`config.mk`:
```
export PLATFORM = sky130hd
export DESIGN_NAME = sectioned_slot_allocator
export DESIGN_NICKNAME = d
export VERILOG_FILES = /design/src/hdl/sla_pkg.sv /design/src/hdl/sla_vmem.sv /design/src/hdl/sla_free_find.sv /design/src/hdl/sla_addr_calc.sv /design/src/hdl/sectioned_slot_allocator.sv
export SDC_FILE = /design/constraint.sdc
export NUM_CORES = 2
export LEC_CHECK = 0
export BUFFER_PORTS_ARGS = -buffer_cell sky130_fd_sc_hd__buf_4
export CORE_MARGIN = 2
export CORE_UTILIZATION = 63
export CTS_CLUSTER_DIAMETER = 120
export DETAILED_ROUTE_END_ITERATION = 10
export PLACE_DENSITY = 0.8
export SLEW_MARGIN = 10
export SYNTH_ARGS = -nofsm -noshare
export SYNTH_HDL_FRONTEND = slang
export SYNTH_SLANG_ARGS = --single-unit
```
`constraint.sdc`:
```
create_clock -name i_clk -period 8.05 [get_ports i_clk]
set_input_delay 0 -clock i_clk [delete_from_list [all_inputs] [get_ports i_clk]]
set_output_delay 0 -clock i_clk [all_outputs]
set_load 0.01 [all_outputs]
```
`src/hdl/sla_pkg.sv`:
```
// Shared types, codes and default sizes for the sectioned slot allocator.
// No dependencies; sla_vmem, sla_addr_calc, the top level and sla_port_chk refer to this package.
`default_nettype none

package sla_pkg;

    // Default geometry
    localparam int SECTIONS_DEF     = 4;
    localparam int SLOTS_EACH_DEF   = 64;
    localparam int DATA_BYTES_DEF   = 128;
    localparam int MAX_NAME_DEF     = 14;
    localparam int RECORD_BYTES_DEF = 16;

    // Configuration port
    localparam int REG_W     = 16;
    localparam int CFG_IDX_W = 2;
    localparam logic [CFG_IDX_W-1:0] REG_ENTRY_BASE = 2'd0;
    localparam logic [CFG_IDX_W-1:0] REG_DATA_BASE  = 2'd1;
    localparam logic [CFG_IDX_W-1:0] REG_STRIDE     = 2'd2;
    localparam logic [REG_W-1:0] ENTRY_BASE_RST = 16'd8;
    localparam logic [REG_W-1:0] DATA_BASE_RST  = 16'd4096;
    localparam logic [REG_W-1:0] STRIDE_RST     = 16'd8192;

    typedef enum logic [2:0] {
        OP_OCCUPY  = 3'd0,
        OP_UPDATE  = 3'd1,
        OP_FREE    = 3'd2,
        OP_APPEND  = 3'd3,
        OP_READ    = 3'd4,
        OP_RESTORE = 3'd5,
        OP_FINISH  = 3'd6,
        OP_FORMAT  = 3'd7
    } t_op;

    typedef enum logic [3:0] {
        ST_OK           = 4'd0,
        ST_NOT_INIT     = 4'd1,
        ST_BAD_NAME     = 4'd2,
        ST_BAD_SECTION  = 4'd3,
        ST_SECTION_FULL = 4'd4,
        ST_BAD_SLOT     = 4'd5,
        ST_NO_DATA      = 4'd6,
        ST_TOO_BIG      = 4'd7,
        ST_BUF_SMALL    = 4'd8
    } t_status;

    typedef enum logic [1:0] {
        S_IDLE = 2'd0,
        S_EVAL = 2'd1,
        S_ADDR = 2'd2
    } t_state;

    typedef struct packed {
        t_op        operation;
        logic [7:0] section;
        logic [7:0] entry;
        logic [7:0] name_len;
        logic [7:0] offset_value;
        logic [7:0] transfer_size;
        logic       flag;
    } t_req;

    typedef struct packed {
        t_status     status;
        logic [5:0]  position;
        logic [15:0] entry_address;
        logic [15:0] data_addr;
        logic [7:0]  transfer_length;
        logic [7:0]  stored_offset;
    } t_rsp;

    // Control of one state memory
    typedef struct packed {
        logic rd_en;
        logic wr_en;
        logic clr;
    } t_mem_ctl;

    // Slot addresses in EEPROM
    typedef struct packed {
        logic [15:0] rec;
        logic [15:0] dat;
    } t_addr;

endpackage

`default_nettype wire

```
`src/hdl/sla_vmem.sv`:
```
// Synchronous state memory, one write and one registered read port, with a
// valid bit per entry so that reset and format clear it at once. Uses sla_pkg.
`default_nettype none

module sla_vmem #(
    parameter int DEPTH = 4,
    parameter int WIDTH = 64,
    parameter int AW    = 2
) (
    input  wire logic              i_clk,
    input  wire logic              i_rst_n,
    input  wire sla_pkg::t_mem_ctl i_ctl,
    input  wire logic [AW-1:0]     i_rd_addr,
    input  wire logic [AW-1:0]     i_wr_addr,
    input  wire logic [WIDTH-1:0]  i_wr_data,
    output logic [WIDTH-1:0]       o_rd_data
);

    logic [WIDTH-1:0] r_mem [DEPTH];
    logic [DEPTH-1:0] r_vld;
    logic [WIDTH-1:0] r_rd;
    logic             rd_in_range;

    assign rd_in_range = ({1'b0, i_rd_addr} < (AW+1)'(DEPTH));

    always_ff @(posedge i_clk) begin
        if (!i_rst_n) begin
            r_vld <= '0;
        end else if (i_ctl.clr) begin
            r_vld <= '0;
        end else if (i_ctl.wr_en) begin
            r_vld[i_wr_addr] <= 1'b1;
        end
    end

    always_ff @(posedge i_clk) begin
        if (i_ctl.wr_en) begin
            r_mem[i_wr_addr] <= i_wr_data;
        end
    end

    // Entries never written since reset or format read as zero
    always_ff @(posedge i_clk) begin
        if (i_ctl.rd_en) begin
            r_rd <= (rd_in_range && r_vld[i_rd_addr]) ? r_mem[i_rd_addr] : '0;
        end
    end

    assign o_rd_data = r_rd;

endmodule

`default_nettype wire

```
`src/hdl/sla_free_find.sv`:
```
// Lowest free entry of one section's busy row, and a full flag.
// Uses no package items.
`default_nettype none

module sla_free_find #(
    parameter int SLOTS_EACH = 64,
    parameter int ENT_W      = 6
) (
    input  wire logic [SLOTS_EACH-1:0] i_row,
    output logic [ENT_W-1:0]           o_idx,
    output logic                       o_full
);

    logic [SLOTS_EACH-1:0] lowest_zero;

    // One-hot of the lowest clear bit
    assign lowest_zero = ~i_row & (i_row + SLOTS_EACH'(1));
    assign o_full      = &i_row;

    always_comb begin
        o_idx = '0;
        for (int i = 0; i < SLOTS_EACH; i++) begin
            o_idx = o_idx | (lowest_zero[i] ? ENT_W'(i) : '0);
        end
    end

endmodule

`default_nettype wire

```
`src/hdl/sla_addr_calc.sv`:
```
// EEPROM record and data start address of one slot from the base registers.
// Uses sla_pkg::t_addr.
`default_nettype none

module sla_addr_calc #(
    parameter int SLOTS_EACH   = 64,
    parameter int DATA_BYTES   = 128,
    parameter int RECORD_BYTES = 16,
    parameter int SEC_W        = 2,
    parameter int ENT_W        = 6
) (
    input  wire logic [15:0]      i_entry_base,
    input  wire logic [15:0]      i_data_base,
    input  wire logic [15:0]      i_stride,
    input  wire logic [SEC_W-1:0] i_sec,
    input  wire logic [ENT_W-1:0] i_ent,
    output sla_pkg::t_addr        o_addr
);

    logic [15:0] slot_num;
    logic [15:0] rec_off;
    logic [15:0] sec_off;
    logic [15:0] ent_off;

    assign slot_num = 16'(i_sec) * 16'(SLOTS_EACH) + 16'(i_ent);
    assign rec_off  = slot_num * 16'(RECORD_BYTES);
    assign sec_off  = 16'(i_sec) * i_stride;
    assign ent_off  = 16'(i_ent) * 16'(DATA_BYTES);

    assign o_addr.rec = i_entry_base + rec_off;
    assign o_addr.dat = i_data_base + sec_off + ent_off;

endmodule

`default_nettype wire

```
`src/hdl/sectioned_slot_allocator.sv`:
```
// Sectioned slot allocator: busy bitmap and append offset bookkeeping for an
// EEPROM slot table. Uses sla_pkg, sla_vmem, sla_free_find, sla_addr_calc.
// The result word strobes on o_done after the request passes evaluate and address.
// One request at a time, taken only while idle (memory read, evaluate, address and
// write back); busy stays high in evaluate and address, the result shows while idle.
// Reset (synchronous, active low): clear ready, busy bits and offsets; load defaults.
`default_nettype none

module sectioned_slot_allocator #(
    parameter int SECTIONS     = sla_pkg::SECTIONS_DEF,
    parameter int SLOTS_EACH   = sla_pkg::SLOTS_EACH_DEF,
    parameter int DATA_BYTES   = sla_pkg::DATA_BYTES_DEF,
    parameter int MAX_NAME     = sla_pkg::MAX_NAME_DEF,
    parameter int RECORD_BYTES = sla_pkg::RECORD_BYTES_DEF
) (
    input  wire logic                          i_clk,
    input  wire logic                          i_rst_n,
    input  wire logic                          start,
    output logic                               busy,
    input  wire sla_pkg::t_req                 i_req,
    output logic                               o_done,
    output sla_pkg::t_rsp                      o_rsp,
    input  wire logic                          i_cfg_we,
    input  wire logic [sla_pkg::CFG_IDX_W-1:0] i_cfg_idx,
    input  wire logic [sla_pkg::REG_W-1:0]     i_cfg_data
);

    localparam int SEC_W = (SECTIONS > 1) ? $clog2(SECTIONS) : 1;
    localparam int ENT_W = (SLOTS_EACH > 1) ? $clog2(SLOTS_EACH) : 1;
    localparam int NSLOT = SECTIONS * SLOTS_EACH;
    localparam int G_W   = (NSLOT > 1) ? $clog2(NSLOT) : 1;

    // ------------------------------------------------------------------
    // Configuration registers
    // ------------------------------------------------------------------
    logic [15:0] r_entry_base;
    logic [15:0] r_data_base;
    logic [15:0] r_stride;

    always_ff @(posedge i_clk) begin
        if (!i_rst_n) begin
            r_entry_base <= sla_pkg::ENTRY_BASE_RST;
            r_data_base  <= sla_pkg::DATA_BASE_RST;
            r_stride     <= sla_pkg::STRIDE_RST;
        end else if (i_cfg_we) begin
            unique case (i_cfg_idx)
                sla_pkg::REG_ENTRY_BASE: r_entry_base <= i_cfg_data;
                sla_pkg::REG_DATA_BASE:  r_data_base  <= i_cfg_data;
                sla_pkg::REG_STRIDE:     r_stride     <= i_cfg_data;
                default: ;  // unused index: drop the write
            endcase
        end
    end

    // ------------------------------------------------------------------
    // Sequencer
    // ------------------------------------------------------------------
    sla_pkg::t_state r_state, n_state;
    logic            accept;

    assign accept = start && (r_state == sla_pkg::S_IDLE);
    assign busy   = (r_state != sla_pkg::S_IDLE);

    always_ff @(posedge i_clk) begin
        if (!i_rst_n) begin
            r_state <= sla_pkg::S_IDLE;
        end else begin
            r_state <= n_state;
        end
    end

    always_comb begin
        n_state = r_state;
        unique case (r_state)
            sla_pkg::S_IDLE: if (start) n_state = sla_pkg::S_EVAL;
            sla_pkg::S_EVAL: n_state = sla_pkg::S_ADDR;
            sla_pkg::S_ADDR: n_state = sla_pkg::S_IDLE;
            default:         n_state = sla_pkg::S_IDLE;
        endcase
    end

    // ------------------------------------------------------------------
    // Request capture; memory reads go out on the same edge
    // ------------------------------------------------------------------
    sla_pkg::t_req    r_req;
    logic             r_inrange;
    logic [SEC_W-1:0] in_sec;
    logic [ENT_W-1:0] in_ent;
    logic [G_W-1:0]   in_slot;

    assign in_sec  = i_req.section[SEC_W-1:0];
    assign in_ent  = i_req.entry[ENT_W-1:0];
    assign in_slot = G_W'(32'(in_sec) * SLOTS_EACH + 32'(in_ent));

    always_ff @(posedge i_clk) begin
        if (accept) begin
            r_req     <= i_req;
            r_inrange <= (i_req.section < 8'(SECTIONS)) && (i_req.entry < 8'(SLOTS_EACH));
        end
    end

    // ------------------------------------------------------------------
    // State memories: busy rows per section, append offsets per slot
    // ------------------------------------------------------------------
    sla_pkg::t_mem_ctl      busy_ctl, off_ctl;
    logic [SLOTS_EACH-1:0]  row_rd, row_wr;
    logic [7:0]             off_rd;
    logic [G_W-1:0]         off_wr_addr;
    logic [SEC_W-1:0]       r_sec_idx;

    // Write-back flags set while evaluating, used in the address cycle
    logic             r_wr_busy, r_busy_val, r_wr_off, r_fmt;
    logic [ENT_W-1:0] r_tgt;
    logic [7:0]       r_new_off;

    assign r_sec_idx = r_req.section[SEC_W-1:0];

    always_comb begin
        busy_ctl.rd_en = accept;
        busy_ctl.wr_en = (r_state == sla_pkg::S_ADDR) && r_wr_busy;
        busy_ctl.clr   = (r_state == sla_pkg::S_ADDR) && r_fmt;
        off_ctl.rd_en  = accept;
        off_ctl.wr_en  = (r_state == sla_pkg::S_ADDR) && r_wr_off;
        off_ctl.clr    = (r_state == sla_pkg::S_ADDR) && r_fmt;
    end

    always_comb begin
        row_wr        = row_rd;
        row_wr[r_tgt] = r_busy_val;
    end

    assign off_wr_addr = G_W'(32'(r_sec_idx) * SLOTS_EACH + 32'(r_tgt));

    sla_vmem #(
        .DEPTH (SECTIONS),
        .WIDTH (SLOTS_EACH),
        .AW    (SEC_W)
    ) u_busy_mem (
        .i_clk     (i_clk),
        .i_rst_n   (i_rst_n),
        .i_ctl     (busy_ctl),
        .i_rd_addr (in_sec),
        .i_wr_addr (r_sec_idx),
        .i_wr_data (row_wr),
        .o_rd_data (row_rd)
    );

    sla_vmem #(
        .DEPTH (NSLOT),
        .WIDTH (8),
        .AW    (G_W)
    ) u_off_mem (
        .i_clk     (i_clk),
        .i_rst_n   (i_rst_n),
        .i_ctl     (off_ctl),
        .i_rd_addr (in_slot),
        .i_wr_addr (off_wr_addr),
        .i_wr_data (r_new_off),
        .o_rd_data (off_rd)
    );

    // ------------------------------------------------------------------
    // Evaluate: status checks in priority order, first free entry
    // ------------------------------------------------------------------
    logic             r_ready;
    logic [ENT_W-1:0] ff_idx;
    logic             ff_full;
    logic             sec_ok, ent_ok, slot_busy;
    logic [7:0]       stored;
    sla_pkg::t_status chk;

    sla_free_find #(
        .SLOTS_EACH (SLOTS_EACH),
        .ENT_W      (ENT_W)
    ) u_free_find (
        .i_row  (row_rd),
        .o_idx  (ff_idx),
        .o_full (ff_full)
    );

    assign sec_ok    = (r_req.section < 8'(SECTIONS));
    assign ent_ok    = (r_req.entry < 8'(SLOTS_EACH));
    assign slot_busy = row_rd[r_req.entry[ENT_W-1:0]];
    assign stored    = r_inrange ? off_rd : 8'd0;

    always_comb begin
        if (!sec_ok) begin
            chk = sla_pkg::ST_BAD_SECTION;
        end else if (!ent_ok) begin
            chk = sla_pkg::ST_BAD_SLOT;
        end else if (!r_ready) begin
            chk = sla_pkg::ST_NOT_INIT;
        end else if (!slot_busy) begin
            chk = sla_pkg::ST_BAD_SLOT;
        end else begin
            chk = sla_pkg::ST_OK;
        end
    end

    sla_pkg::t_status e_status;
    logic             e_zero, e_wr_busy, e_busy_val, e_wr_off, e_fmt, e_ready;
    logic             e_offb, e_add_old;
    logic [ENT_W-1:0] e_tgt;
    logic [7:0]       e_new_off, e_len;
    logic [5:0]       e_pos;

    always_comb begin
        e_status   = sla_pkg::ST_OK;
        e_zero     = 1'b0;
        e_wr_busy  = 1'b0;
        e_busy_val = 1'b0;
        e_wr_off   = 1'b0;
        e_fmt      = 1'b0;
        e_ready    = r_ready;
        e_offb     = 1'b0;
        e_add_old  = 1'b0;
        e_tgt      = r_req.entry[ENT_W-1:0];
        e_new_off  = stored;
        e_len      = 8'd0;
        e_pos      = 6'd0;
        unique case (r_req.operation)
            sla_pkg::OP_OCCUPY: begin
                if (!r_ready) begin
                    e_status = sla_pkg::ST_NOT_INIT;
                end else if (r_req.name_len == 8'd0 ||
                             r_req.name_len > 8'(MAX_NAME)) begin
                    e_status = sla_pkg::ST_BAD_NAME;
                end else if (!sec_ok) begin
                    e_status = sla_pkg::ST_BAD_SECTION;
                end else if (ff_full) begin
                    e_status = sla_pkg::ST_SECTION_FULL;
                end else begin
                    e_tgt      = ff_idx;
                    e_pos      = 6'(ff_idx);
                    e_wr_busy  = 1'b1;
                    e_busy_val = 1'b1;
                    e_wr_off   = 1'b1;
                    e_new_off  = 8'd0;
                end
            end
            sla_pkg::OP_UPDATE: begin
                if (chk != sla_pkg::ST_OK) begin
                    e_status = chk;
                end else if (r_req.offset_value > 8'(DATA_BYTES)) begin
                    e_status = sla_pkg::ST_BAD_SLOT;
                end else begin
                    e_wr_off  = 1'b1;
                    e_new_off = r_req.offset_value;
                    e_offb    = 1'b1;
                end
            end
            sla_pkg::OP_FREE: begin
                if (chk != sla_pkg::ST_OK) begin
                    e_status = chk;
                end else begin
                    e_wr_busy = 1'b1;
                    e_wr_off  = 1'b1;
                    e_new_off = 8'd0;
                end
            end
            sla_pkg::OP_APPEND: begin
                if (r_req.transfer_size == 8'd0) begin
                    e_status = sla_pkg::ST_NO_DATA;
                end else if (chk != sla_pkg::ST_OK) begin
                    e_status = chk;
                end else if (stored > 8'(DATA_BYTES)) begin
                    e_status = sla_pkg::ST_BAD_SLOT;
                end else if (r_req.transfer_size > 8'(DATA_BYTES) - stored) begin
                    e_status = sla_pkg::ST_TOO_BIG;
                end else begin
                    e_wr_off  = 1'b1;
                    e_new_off = stored + r_req.transfer_size;
                    e_len     = r_req.transfer_size;
                    e_offb    = 1'b1;
                    e_add_old = 1'b1;
                end
            end
            sla_pkg::OP_READ: begin
                if (chk != sla_pkg::ST_OK) begin
                    e_status = chk;
                end else if (stored > 8'(DATA_BYTES)) begin
                    e_status = sla_pkg::ST_BAD_SLOT;
                end else if (r_req.transfer_size < stored) begin
                    e_status = sla_pkg::ST_BUF_SMALL;
                end else begin
                    e_len  = stored;
                    e_offb = 1'b1;
                end
            end
            sla_pkg::OP_RESTORE: begin
                if (!sec_ok) begin
                    e_status = sla_pkg::ST_BAD_SECTION;
                end else if (!ent_ok) begin
                    e_status = sla_pkg::ST_BAD_SLOT;
                end else begin
                    e_wr_busy  = 1'b1;
                    e_busy_val = r_req.flag;
                    e_wr_off   = 1'b1;
                    e_new_off  = r_req.offset_value;
                end
            end
            sla_pkg::OP_FINISH: begin
                e_ready  = r_req.flag;
                e_zero   = 1'b1;
                e_status = r_req.flag ? sla_pkg::ST_OK : sla_pkg::ST_NOT_INIT;
            end
            sla_pkg::OP_FORMAT: begin
                e_fmt     = 1'b1;
                e_ready   = 1'b0;
                e_new_off = 8'd0;
            end
            default: ;
        endcase
        // Any failed check but finish's leaves state alone and zeroes the address fields
        if (r_req.operation != sla_pkg::OP_FINISH && e_status != sla_pkg::ST_OK) begin
            e_zero    = 1'b1;
            e_wr_busy = 1'b0;
            e_wr_off  = 1'b0;
            e_new_off = stored;
            e_len     = 8'd0;
            e_pos     = 6'd0;
        end
    end

    sla_pkg::t_status r_status;
    logic             r_zero, r_offb, r_add_old, r_ready_nx;
    logic [7:0]       r_len, r_old_off;
    logic [5:0]       r_pos;

    always_ff @(posedge i_clk) begin
        if (!i_rst_n) begin
            r_wr_busy <= 1'b0;
            r_wr_off  <= 1'b0;
            r_fmt     <= 1'b0;
        end else if (r_state == sla_pkg::S_EVAL) begin
            r_wr_busy <= e_wr_busy;
            r_wr_off  <= e_wr_off;
            r_fmt     <= e_fmt;
        end
    end

    always_ff @(posedge i_clk) begin
        if (r_state == sla_pkg::S_EVAL) begin
            r_status   <= e_status;
            r_zero     <= e_zero;
            r_busy_val <= e_busy_val;
            r_ready_nx <= e_ready;
            r_offb     <= e_offb;
            r_add_old  <= e_add_old;
            r_tgt      <= e_tgt;
            r_new_off  <= e_new_off;
            r_len      <= e_len;
            r_pos      <= e_pos;
            r_old_off  <= stored;
        end
    end

    // ------------------------------------------------------------------
    // Address cycle: EEPROM addresses, write back, result word
    // ------------------------------------------------------------------
    sla_pkg::t_addr slot_addr;
    logic [15:0]    eaddr, daddr;

    sla_addr_calc #(
        .SLOTS_EACH   (SLOTS_EACH),
        .DATA_BYTES   (DATA_BYTES),
        .RECORD_BYTES (RECORD_BYTES),
        .SEC_W        (SEC_W),
        .ENT_W        (ENT_W)
    ) u_addr_calc (
        .i_entry_base (r_entry_base),
        .i_data_base  (r_data_base),
        .i_stride     (r_stride),
        .i_sec        (r_sec_idx),
        .i_ent        (r_tgt),
        .o_addr       (slot_addr)
    );

    always_comb begin
        if (r_zero) begin
            eaddr = 16'd0;
            daddr = 16'd0;
        end else if (r_fmt) begin
            eaddr = r_entry_base;
            daddr = 16'd0;
        end else begin
            // offset byte sits right after the NUL-terminated name
            eaddr = r_offb ? slot_addr.rec + 16'(MAX_NAME + 1) : slot_addr.rec;
            daddr = slot_addr.dat + (r_add_old ? 16'(r_old_off) : 16'd0);
        end
    end

    always_ff @(posedge i_clk) begin
        if (!i_rst_n) begin
            r_ready <= 1'b0;
            o_done  <= 1'b0;
        end else begin
            o_done <= (r_state == sla_pkg::S_ADDR);
            if (r_state == sla_pkg::S_ADDR) begin
                r_ready <= r_ready_nx;
            end
        end
    end

    always_ff @(posedge i_clk) begin
        if (r_state == sla_pkg::S_ADDR) begin
            o_rsp.status          <= r_status;
            o_rsp.position        <= r_pos;
            o_rsp.entry_address   <= eaddr;
            o_rsp.data_addr       <= daddr;
            o_rsp.transfer_length <= r_len;
            o_rsp.stored_offset   <= r_new_off;
        end
    end

endmodule

`default_nettype wire

```
Word level (Yosys, flattened, before mapping)
Memory sizes are Yosys's and may differ from the RTL's. A register that Yosys moved wholly into a read port is not among the register bits.
Index checks and enable logic that the tools add are counted.
{"block": "totals", "register_bits": 463, "mem_bits_rw": 2304, "output_inout_bits": 60, "memories": 2}
{"memory": "u_off_mem.r_mem", "words": 256, "word_bits": 8, "rd": 1, "rd_ports_with_merged_regs": 1, "write_ports": 1, "line": "sla_vmem.sv:19", "rtl": "logic [WIDTH-1:0] r_mem [DEPTH];"}
{"memory": "u_busy_mem.r_mem", "words": 4, "word_bits": 64, "rd": 1, "rd_ports_with_merged_regs": 1, "write_ports": 1, "line": "sla_vmem.sv:19"}
{"block": "op_classes", "n_addsub": 11, "n_mul": 1, "magnitude_cmp": 18, "eq_ne": 13, "mux": 163, "bitwise_logic": 70, "n_reduce_logical": 27}
{"cell": "6-bit OR", "n": 62}
{"cell": "256-bit OR", "n": 1}
{"cell": "6-bit two-way mux", "n": 37}
{"cell": "8-bit two-way mux", "n": 23}
{"cell": "5-bit two-way mux", "n": 16}
{"cell": "64-bit by 1-bit adder with 64-bit output (second input constant)", "n": 1}
{"cell": "64-bit bitwise AND", "n": 1}
{"cell": "64-bit bitwise mux", "n": 1}
{"cell": "64-bit inverter", "n": 1}
{"cell": "64-bit AND reduction", "n": 1}
{"cell": "4-bit two-way mux", "n": 15}
{"cell": "3-bit two-way mux", "n": 17}
{"cell": "8-bit one-hot mux with 6 select lines", "n": 1}
{"cell": "1-bit two-way mux", "n": 34}
{"cell": "16-bit adder", "n": 2}
{"cell": "16-bit two-way mux", "n": 2}
{"cell": "4-bit one-hot mux with 7 select lines", "n": 1}
{"cell": "8-bit by 9-bit < comparator with 1-bit output (second input constant)", "n": 2}
{"cell": "16-bit by 13-bit adder with 16-bit output", "n": 1}
{"cell": "16-bit by 4-bit adder with 16-bit output (second input constant)", "n": 1}
{"cell": "16-bit by 8-bit adder with 16-bit output", "n": 1}
{"cell": "8-bit by 6-bit adder with 8-bit output", "n": 2}
{"cell": "8-bit greater-than comparator (second input constant)", "n": 2}
{"cell": "8-bit zero test", "n": 2}
{"cell": "other kinds (45)", "n": 76}

Longest topological paths before layout
{"block": "logic_depth", "ltp_word": 70, "ltp_mapped": 18}

Cells and area by module
Synthesis repeated with hierarchy kept, for this count alone.
{"block": "unflattened", "hier_cells": 7017, "area_unflattened_um2": 116405.4}
{"module": "sla_vmem (u_off_mem)", "instances": 1, "cells_per_inst": 5036, "area_each_um2": 90344.1, "seq_area_each_um2": 66864.1}
{"module": "sla_vmem (u_busy_mem)", "instances": 1, "cells_per_inst": 485, "area_each_um2": 11782.6, "seq_area_each_um2": 9689.3}
{"module": "sectioned_slot_allocator", "instances": 1, "cells_per_inst": 1037, "area_each_um2": 10995.5, "seq_area_each_um2": 5545.3}
{"module": "sla_addr_calc", "instances": 1, "cells_per_inst": 226, "area_each_um2": 1899.3, "seq_area_each_um2": 0.0}
{"module": "sla_free_find", "instances": 1, "cells_per_inst": 233, "area_each_um2": 1383.8, "seq_area_each_um2": 0.0}

Worst setup path after synthesis
Ideal clock, no wire load.
{"block": "synth_path", "path_type": "register -> register", "from": "register r_state[1]", "to": "memory u_busy_mem.r_mem[0][0], enable pin", "arrival_ns": 6.854, "required_ns": 7.483, "slack_ns": 0.629, "stages_incl_launch_ff": 5, "cell_sequence": "dfxtp_1 > nor2b_1 > clkbuf_1 > nand2_1 > nor3_1"}
{"block": "synth_via", "elab_chain_len": 4}
{"element": "start: declaration", "line": "sectioned_slot_allocator.sv:58", "rtl": "sla_pkg::t_state r_state, n_state;"}
{"element": "start signal: assignment", "line": "sectioned_slot_allocator.sv:66", "rtl": "r_state <= sla_pkg::S_IDLE;"}
{"element": "start signal: assignment", "line": "sectioned_slot_allocator.sv:68", "rtl": "r_state <= n_state;"}
{"element": "2-bit == test", "line": "sectioned_slot_allocator.sv:120", "rtl": "busy_ctl.wr_en = (r_state == sla_pkg::S_ADDR) && r_wr_busy;"}
{"element": "1-bit logical AND", "line": "sectioned_slot_allocator.sv:120"}
{"element": "1-bit two-way mux", "line": "sla_vmem.sv:37", "rtl": "if (i_ctl.wr_en) begin"}
{"element": "1-bit two-way mux (not written as such)", "line": "sla_vmem.sv:38", "rtl": "r_mem[i_wr_addr] <= i_wr_data;"}
{"element": "end: declaration", "line": "sla_vmem.sv:19"}
Every way passes these cells.

Worst setup path in the final report
{"block": "layout_path", "from": "register r_req[33] (netlist bit)", "to": "register o_rsp[31] (netlist bit) (data pin)"}
{"block": "layout_via", "elab_chain_len": 4}
{"element": "start: declaration", "line": "sectioned_slot_allocator.sv:85", "rtl": "sla_pkg::t_req r_req;"}
{"element": "start signal: assignment", "line": "sectioned_slot_allocator.sv:97", "rtl": "r_req <= i_req;"}
{"element": "2-bit by 16-bit multiplier with 16-bit output", "line": "sla_addr_calc.sv:27", "rtl": "assign sec_off = 16'(i_sec) * i_stride;"}
{"element": "16-bit adder", "line": "sla_addr_calc.sv:31", "rtl": "assign o_addr.dat = i_data_base + sec_off + ent_off;"}
{"element": "16-bit by 13-bit adder with 16-bit output", "line": "sla_addr_calc.sv:31"}
{"element": "16-bit by 8-bit adder with 16-bit output", "line": "sectioned_slot_allocator.sv:389", "rtl": "daddr = slot_addr.dat + (r_add_old ? 16'(r_old_off) : 16'd0);"}
{"element": "end: declaration", "line": "sectioned_slot_allocator.sv:22", "rtl": "output sla_pkg::t_rsp o_rsp,"}
Every way passes these cells.
A chain may end at the register's enable or synchronous reset.

==> flow_summary.yaml <==
synth:
  yosysSeqAreaShare: 0.725
  ys_seq_elements: 2839
  syn-num-nets: 6024
  netlist_instances: 5865
  synth_commonest_cells: "edfxtp_1 (2524), mux4_2 (791), nor2_1 (371)"
  synthArstFlopShare: 0
  synthTopCellsByArea: "edfxtp_1 (67%), mux4_2 (16%), dfxtp_1 (5.6%)"
  ys.flop_type: "edfxtp_1"
  yosysTopAreaCell: "edfxtp_1"
  yosysMostFrequentCell: "edfxtp_1"
  synth_top_cell_area_share: 0.669
  synth_area_um2: 113000
  ys_types: 77
  synth_edf_count: 2524
  yosys_warnings: 0
  synth.avg_cell_area_um2: 19.3
place:
  routabilityCongestion: 0.897
  hpwlAfterDp_mm: 154
  placed_area_um2: 117000
  port_buffers: 125
timing:
  clock_skew_ps: 72.3
  slew_headroom: 0.130
  setup-violations-final: 0
  rsz0062_at_grt: "false"
  finalCritPeriodShare: 0.636
  finalMaxSlewViolations: 0
  fin_crit_ps: 5120
  tns_ps: 0
  hold_viol: 0
  fmax_ghz: 0.195
  worst_slew_pin_slew_ps: 1310
floorplan:
  core_area_um2: 179000
  die_area_um2: 183000
  boundaryPins: 126
  die_h_um: 428
  fp.dieW_um: 428
  rows: 155
  start_util: 0.634
global_route:
  antenna_found_initial: 6
  grt_util_met2: 0.479
  gr-total-overflow: 0
  grt_pass1_wl_mm: 407
  grt_pass1_vias: 60323
  met3_usage: 0.0683
  grt.total_usage: 0.302
  grt_use_met1: 0.421
  grt-busiest-layer: "met2"
  grt_max_degree: 258
setup_path:
  cp-end-kind: "flip-flop"
  cp_max_fo: 26
  cp-start-kind: "flip-flop"
  reg2reg_slack_ps: 2930
  critical_path_arrival_ps: 5790
  required_ps: 8720
  criticalPathCategory: "reg -> reg"
clocking:
  insertion_delay_ps: 970
  post_cts_buffers: 0
  clockBufferDepth: 4
  cts_sinks: 2839
  cts_tree: "done"
  path_clk_slew_ps: 60
  cts_root_buf: "clkbuf_16"
  htreeDepth: 5
  cts_buffers: 292
layout:
  drive_gt1_frac: 0.240
  layout.nets: 6358
  area_growth_syn_to_layout_pct: 12.5
  fin_util: 0.713
  final_area_um2: 127000
  fillCellCount: 9940
pwr:
  ir_worst_vdd_v: 0.000201
  power_density_nw_per_um2: 242
  p_leak_uw: 0.0411
min_path:
  hold_path.class: "in -> reg"
detailed_routing:
  first_pass_iters: 6
  wire_per_inst_um: 31.4
  drtIter0Drc: 8083
  vias_per_cell: 6.86
  vias: 60222
  finalWirelength_mm: 276
  drc_errors: 0
  antenna_left: 0
run_status:
  outcome: "completed"
job:
  max-cap-violations: 0
metrics by stage:
| step | total power (µW) | hold slack, ps | cells | setup slack, ps |
|---|---|---|---|---|
| after global placement | 17900 | 179 | 8118 | 2990 |
| final | 30800 | 17.8 | 8778 | 2930 |
| after detailed placement | 17900 | 180 | 8118 | 2960 |
| after CTS | 30900 | 0.972 | 8774 | 2940 |
| after global routing | 31500 | 69.1 | 8775 | 2620 |
| after floorplan | 17400 | 98.9 | 5865 | 629 |
final timing paths:
path                            startpoint                      end  depth (start not counted)
worst min-delay path             i_req[33]  u_busy_mem.o_rd_data[2]                          3
worst max-delay path             r_req[33]                o_rsp[31]                         15
worst max register to register   r_req[33]                o_rsp[31]                         15
worst min register to register    r_pos[5]                o_rsp[53]                          0
worst max-delay path, cell delays in order (launching register included):
cell and delay (ps):
edfxtp_1 970, nand2_1 170, fa_1 530, inv_1 50, fa_1 430, ha_1 320
ha_1 290, a21o_1 160, a21o_1 200, a2111oi_0 420, nor3_1 130, a41o_1 270
o41ai_1 440, o21ai_0 210, xnor2_1 180, nor2_1 60
sequential cells by signal, summed over array words and instances (netlist names), 2 cells and up:
signal	cells
r_data_base	16
r_new_off	8
r_pos	6
r_state	2
r_stride	16
r_req	44
u_off_mem.r_mem	2048
r_tgt	6
r_entry_base	16
u_busy_mem.r_vld	4
u_off_mem.o_rd_data	8
r_old_off	8
o_rsp	58
u_busy_mem.r_mem	256
u_off_mem.r_vld	256
r_len	8
r_status	4
u_busy_mem.o_rd_data	64
cell usage in the layout, fill, tap and decap left out, types with 16 or more instances in the layout:
cell              n
nand3_1          39
dlygate4sd3_1   141
a21boi_0         51
a211oi_1         26
nor3_1           26
mux4_2          791
ha_1             63
fa_1             30
mux2i_1          23
mux2_2           62
clkbuf_8         21
nand2_1         296
inv_1            79
nand4_1          17
nand2b_1         20
nor2b_1          78
buf_4           208
nor2_1          367
clkbuf_1         62
dfxtp_1         315
o21a_1          264
a22oi_1          79
xnor2_1          26
and2_1           23
edfxtp_1       2524
clkinv_1         34
clkinv_2         54
o21ai_0          60
a21oi_1          67
xor2_1           16
clkbuf_16       302
where the power goes:
part / switching [µW] / internal, µW / total [µW]
logic: 917 / 636 / 1550
registers: 92.2 / 16100 / 16200
clock network: 5530 / 7550 / 13100
total: 6540 / 24300 / 30800
layer usage:
| metal | vias to the layer above | share of wire |
|---|---|---|
| met3 | 630 | 0.11 |
| li1 | 24395 | - |
| met2 | 3821 | 0.49 |
| met5 | - | 0.00016 |
| met1 | 31370 | 0.37 |
| met4 | 6 | 0.036 |
cell families after synthesis:
kind of cell,count (synthesis),synth area share
flip-flops,2839,0.725
AND/OR/NAND/NOR,954,0.0380
multiplexers,879,0.166
AO/OA/AOI/OAI,653,0.0409
buffers and inverters,405,0.0145
adder cells (fa/ha/maj),93,0.0123
XOR/XNOR,42,0.00325
repair_timing:
item | CTS | global route
hold buffers | 141 | 0
hold endpoints to repair | 180 | 0
resized for setup | 0 | 0
cell type report:
class	instances	area [µm²]	area share
Clock buffer	385	8080	0.0634
Inverter	80	300	0.00236
Tap cell	2355	2950	0.0231
Sequential cell	2839	82100	0.644
Multi-Input combinational cell	2621	29600	0.233
Clock inverter	130	1080	0.00848
Antenna cell	3	7.51	0.0000589
Timing Repair Buffer	365	3270	0.0257
No activity file was read; power rests on OpenSTA's default activity.
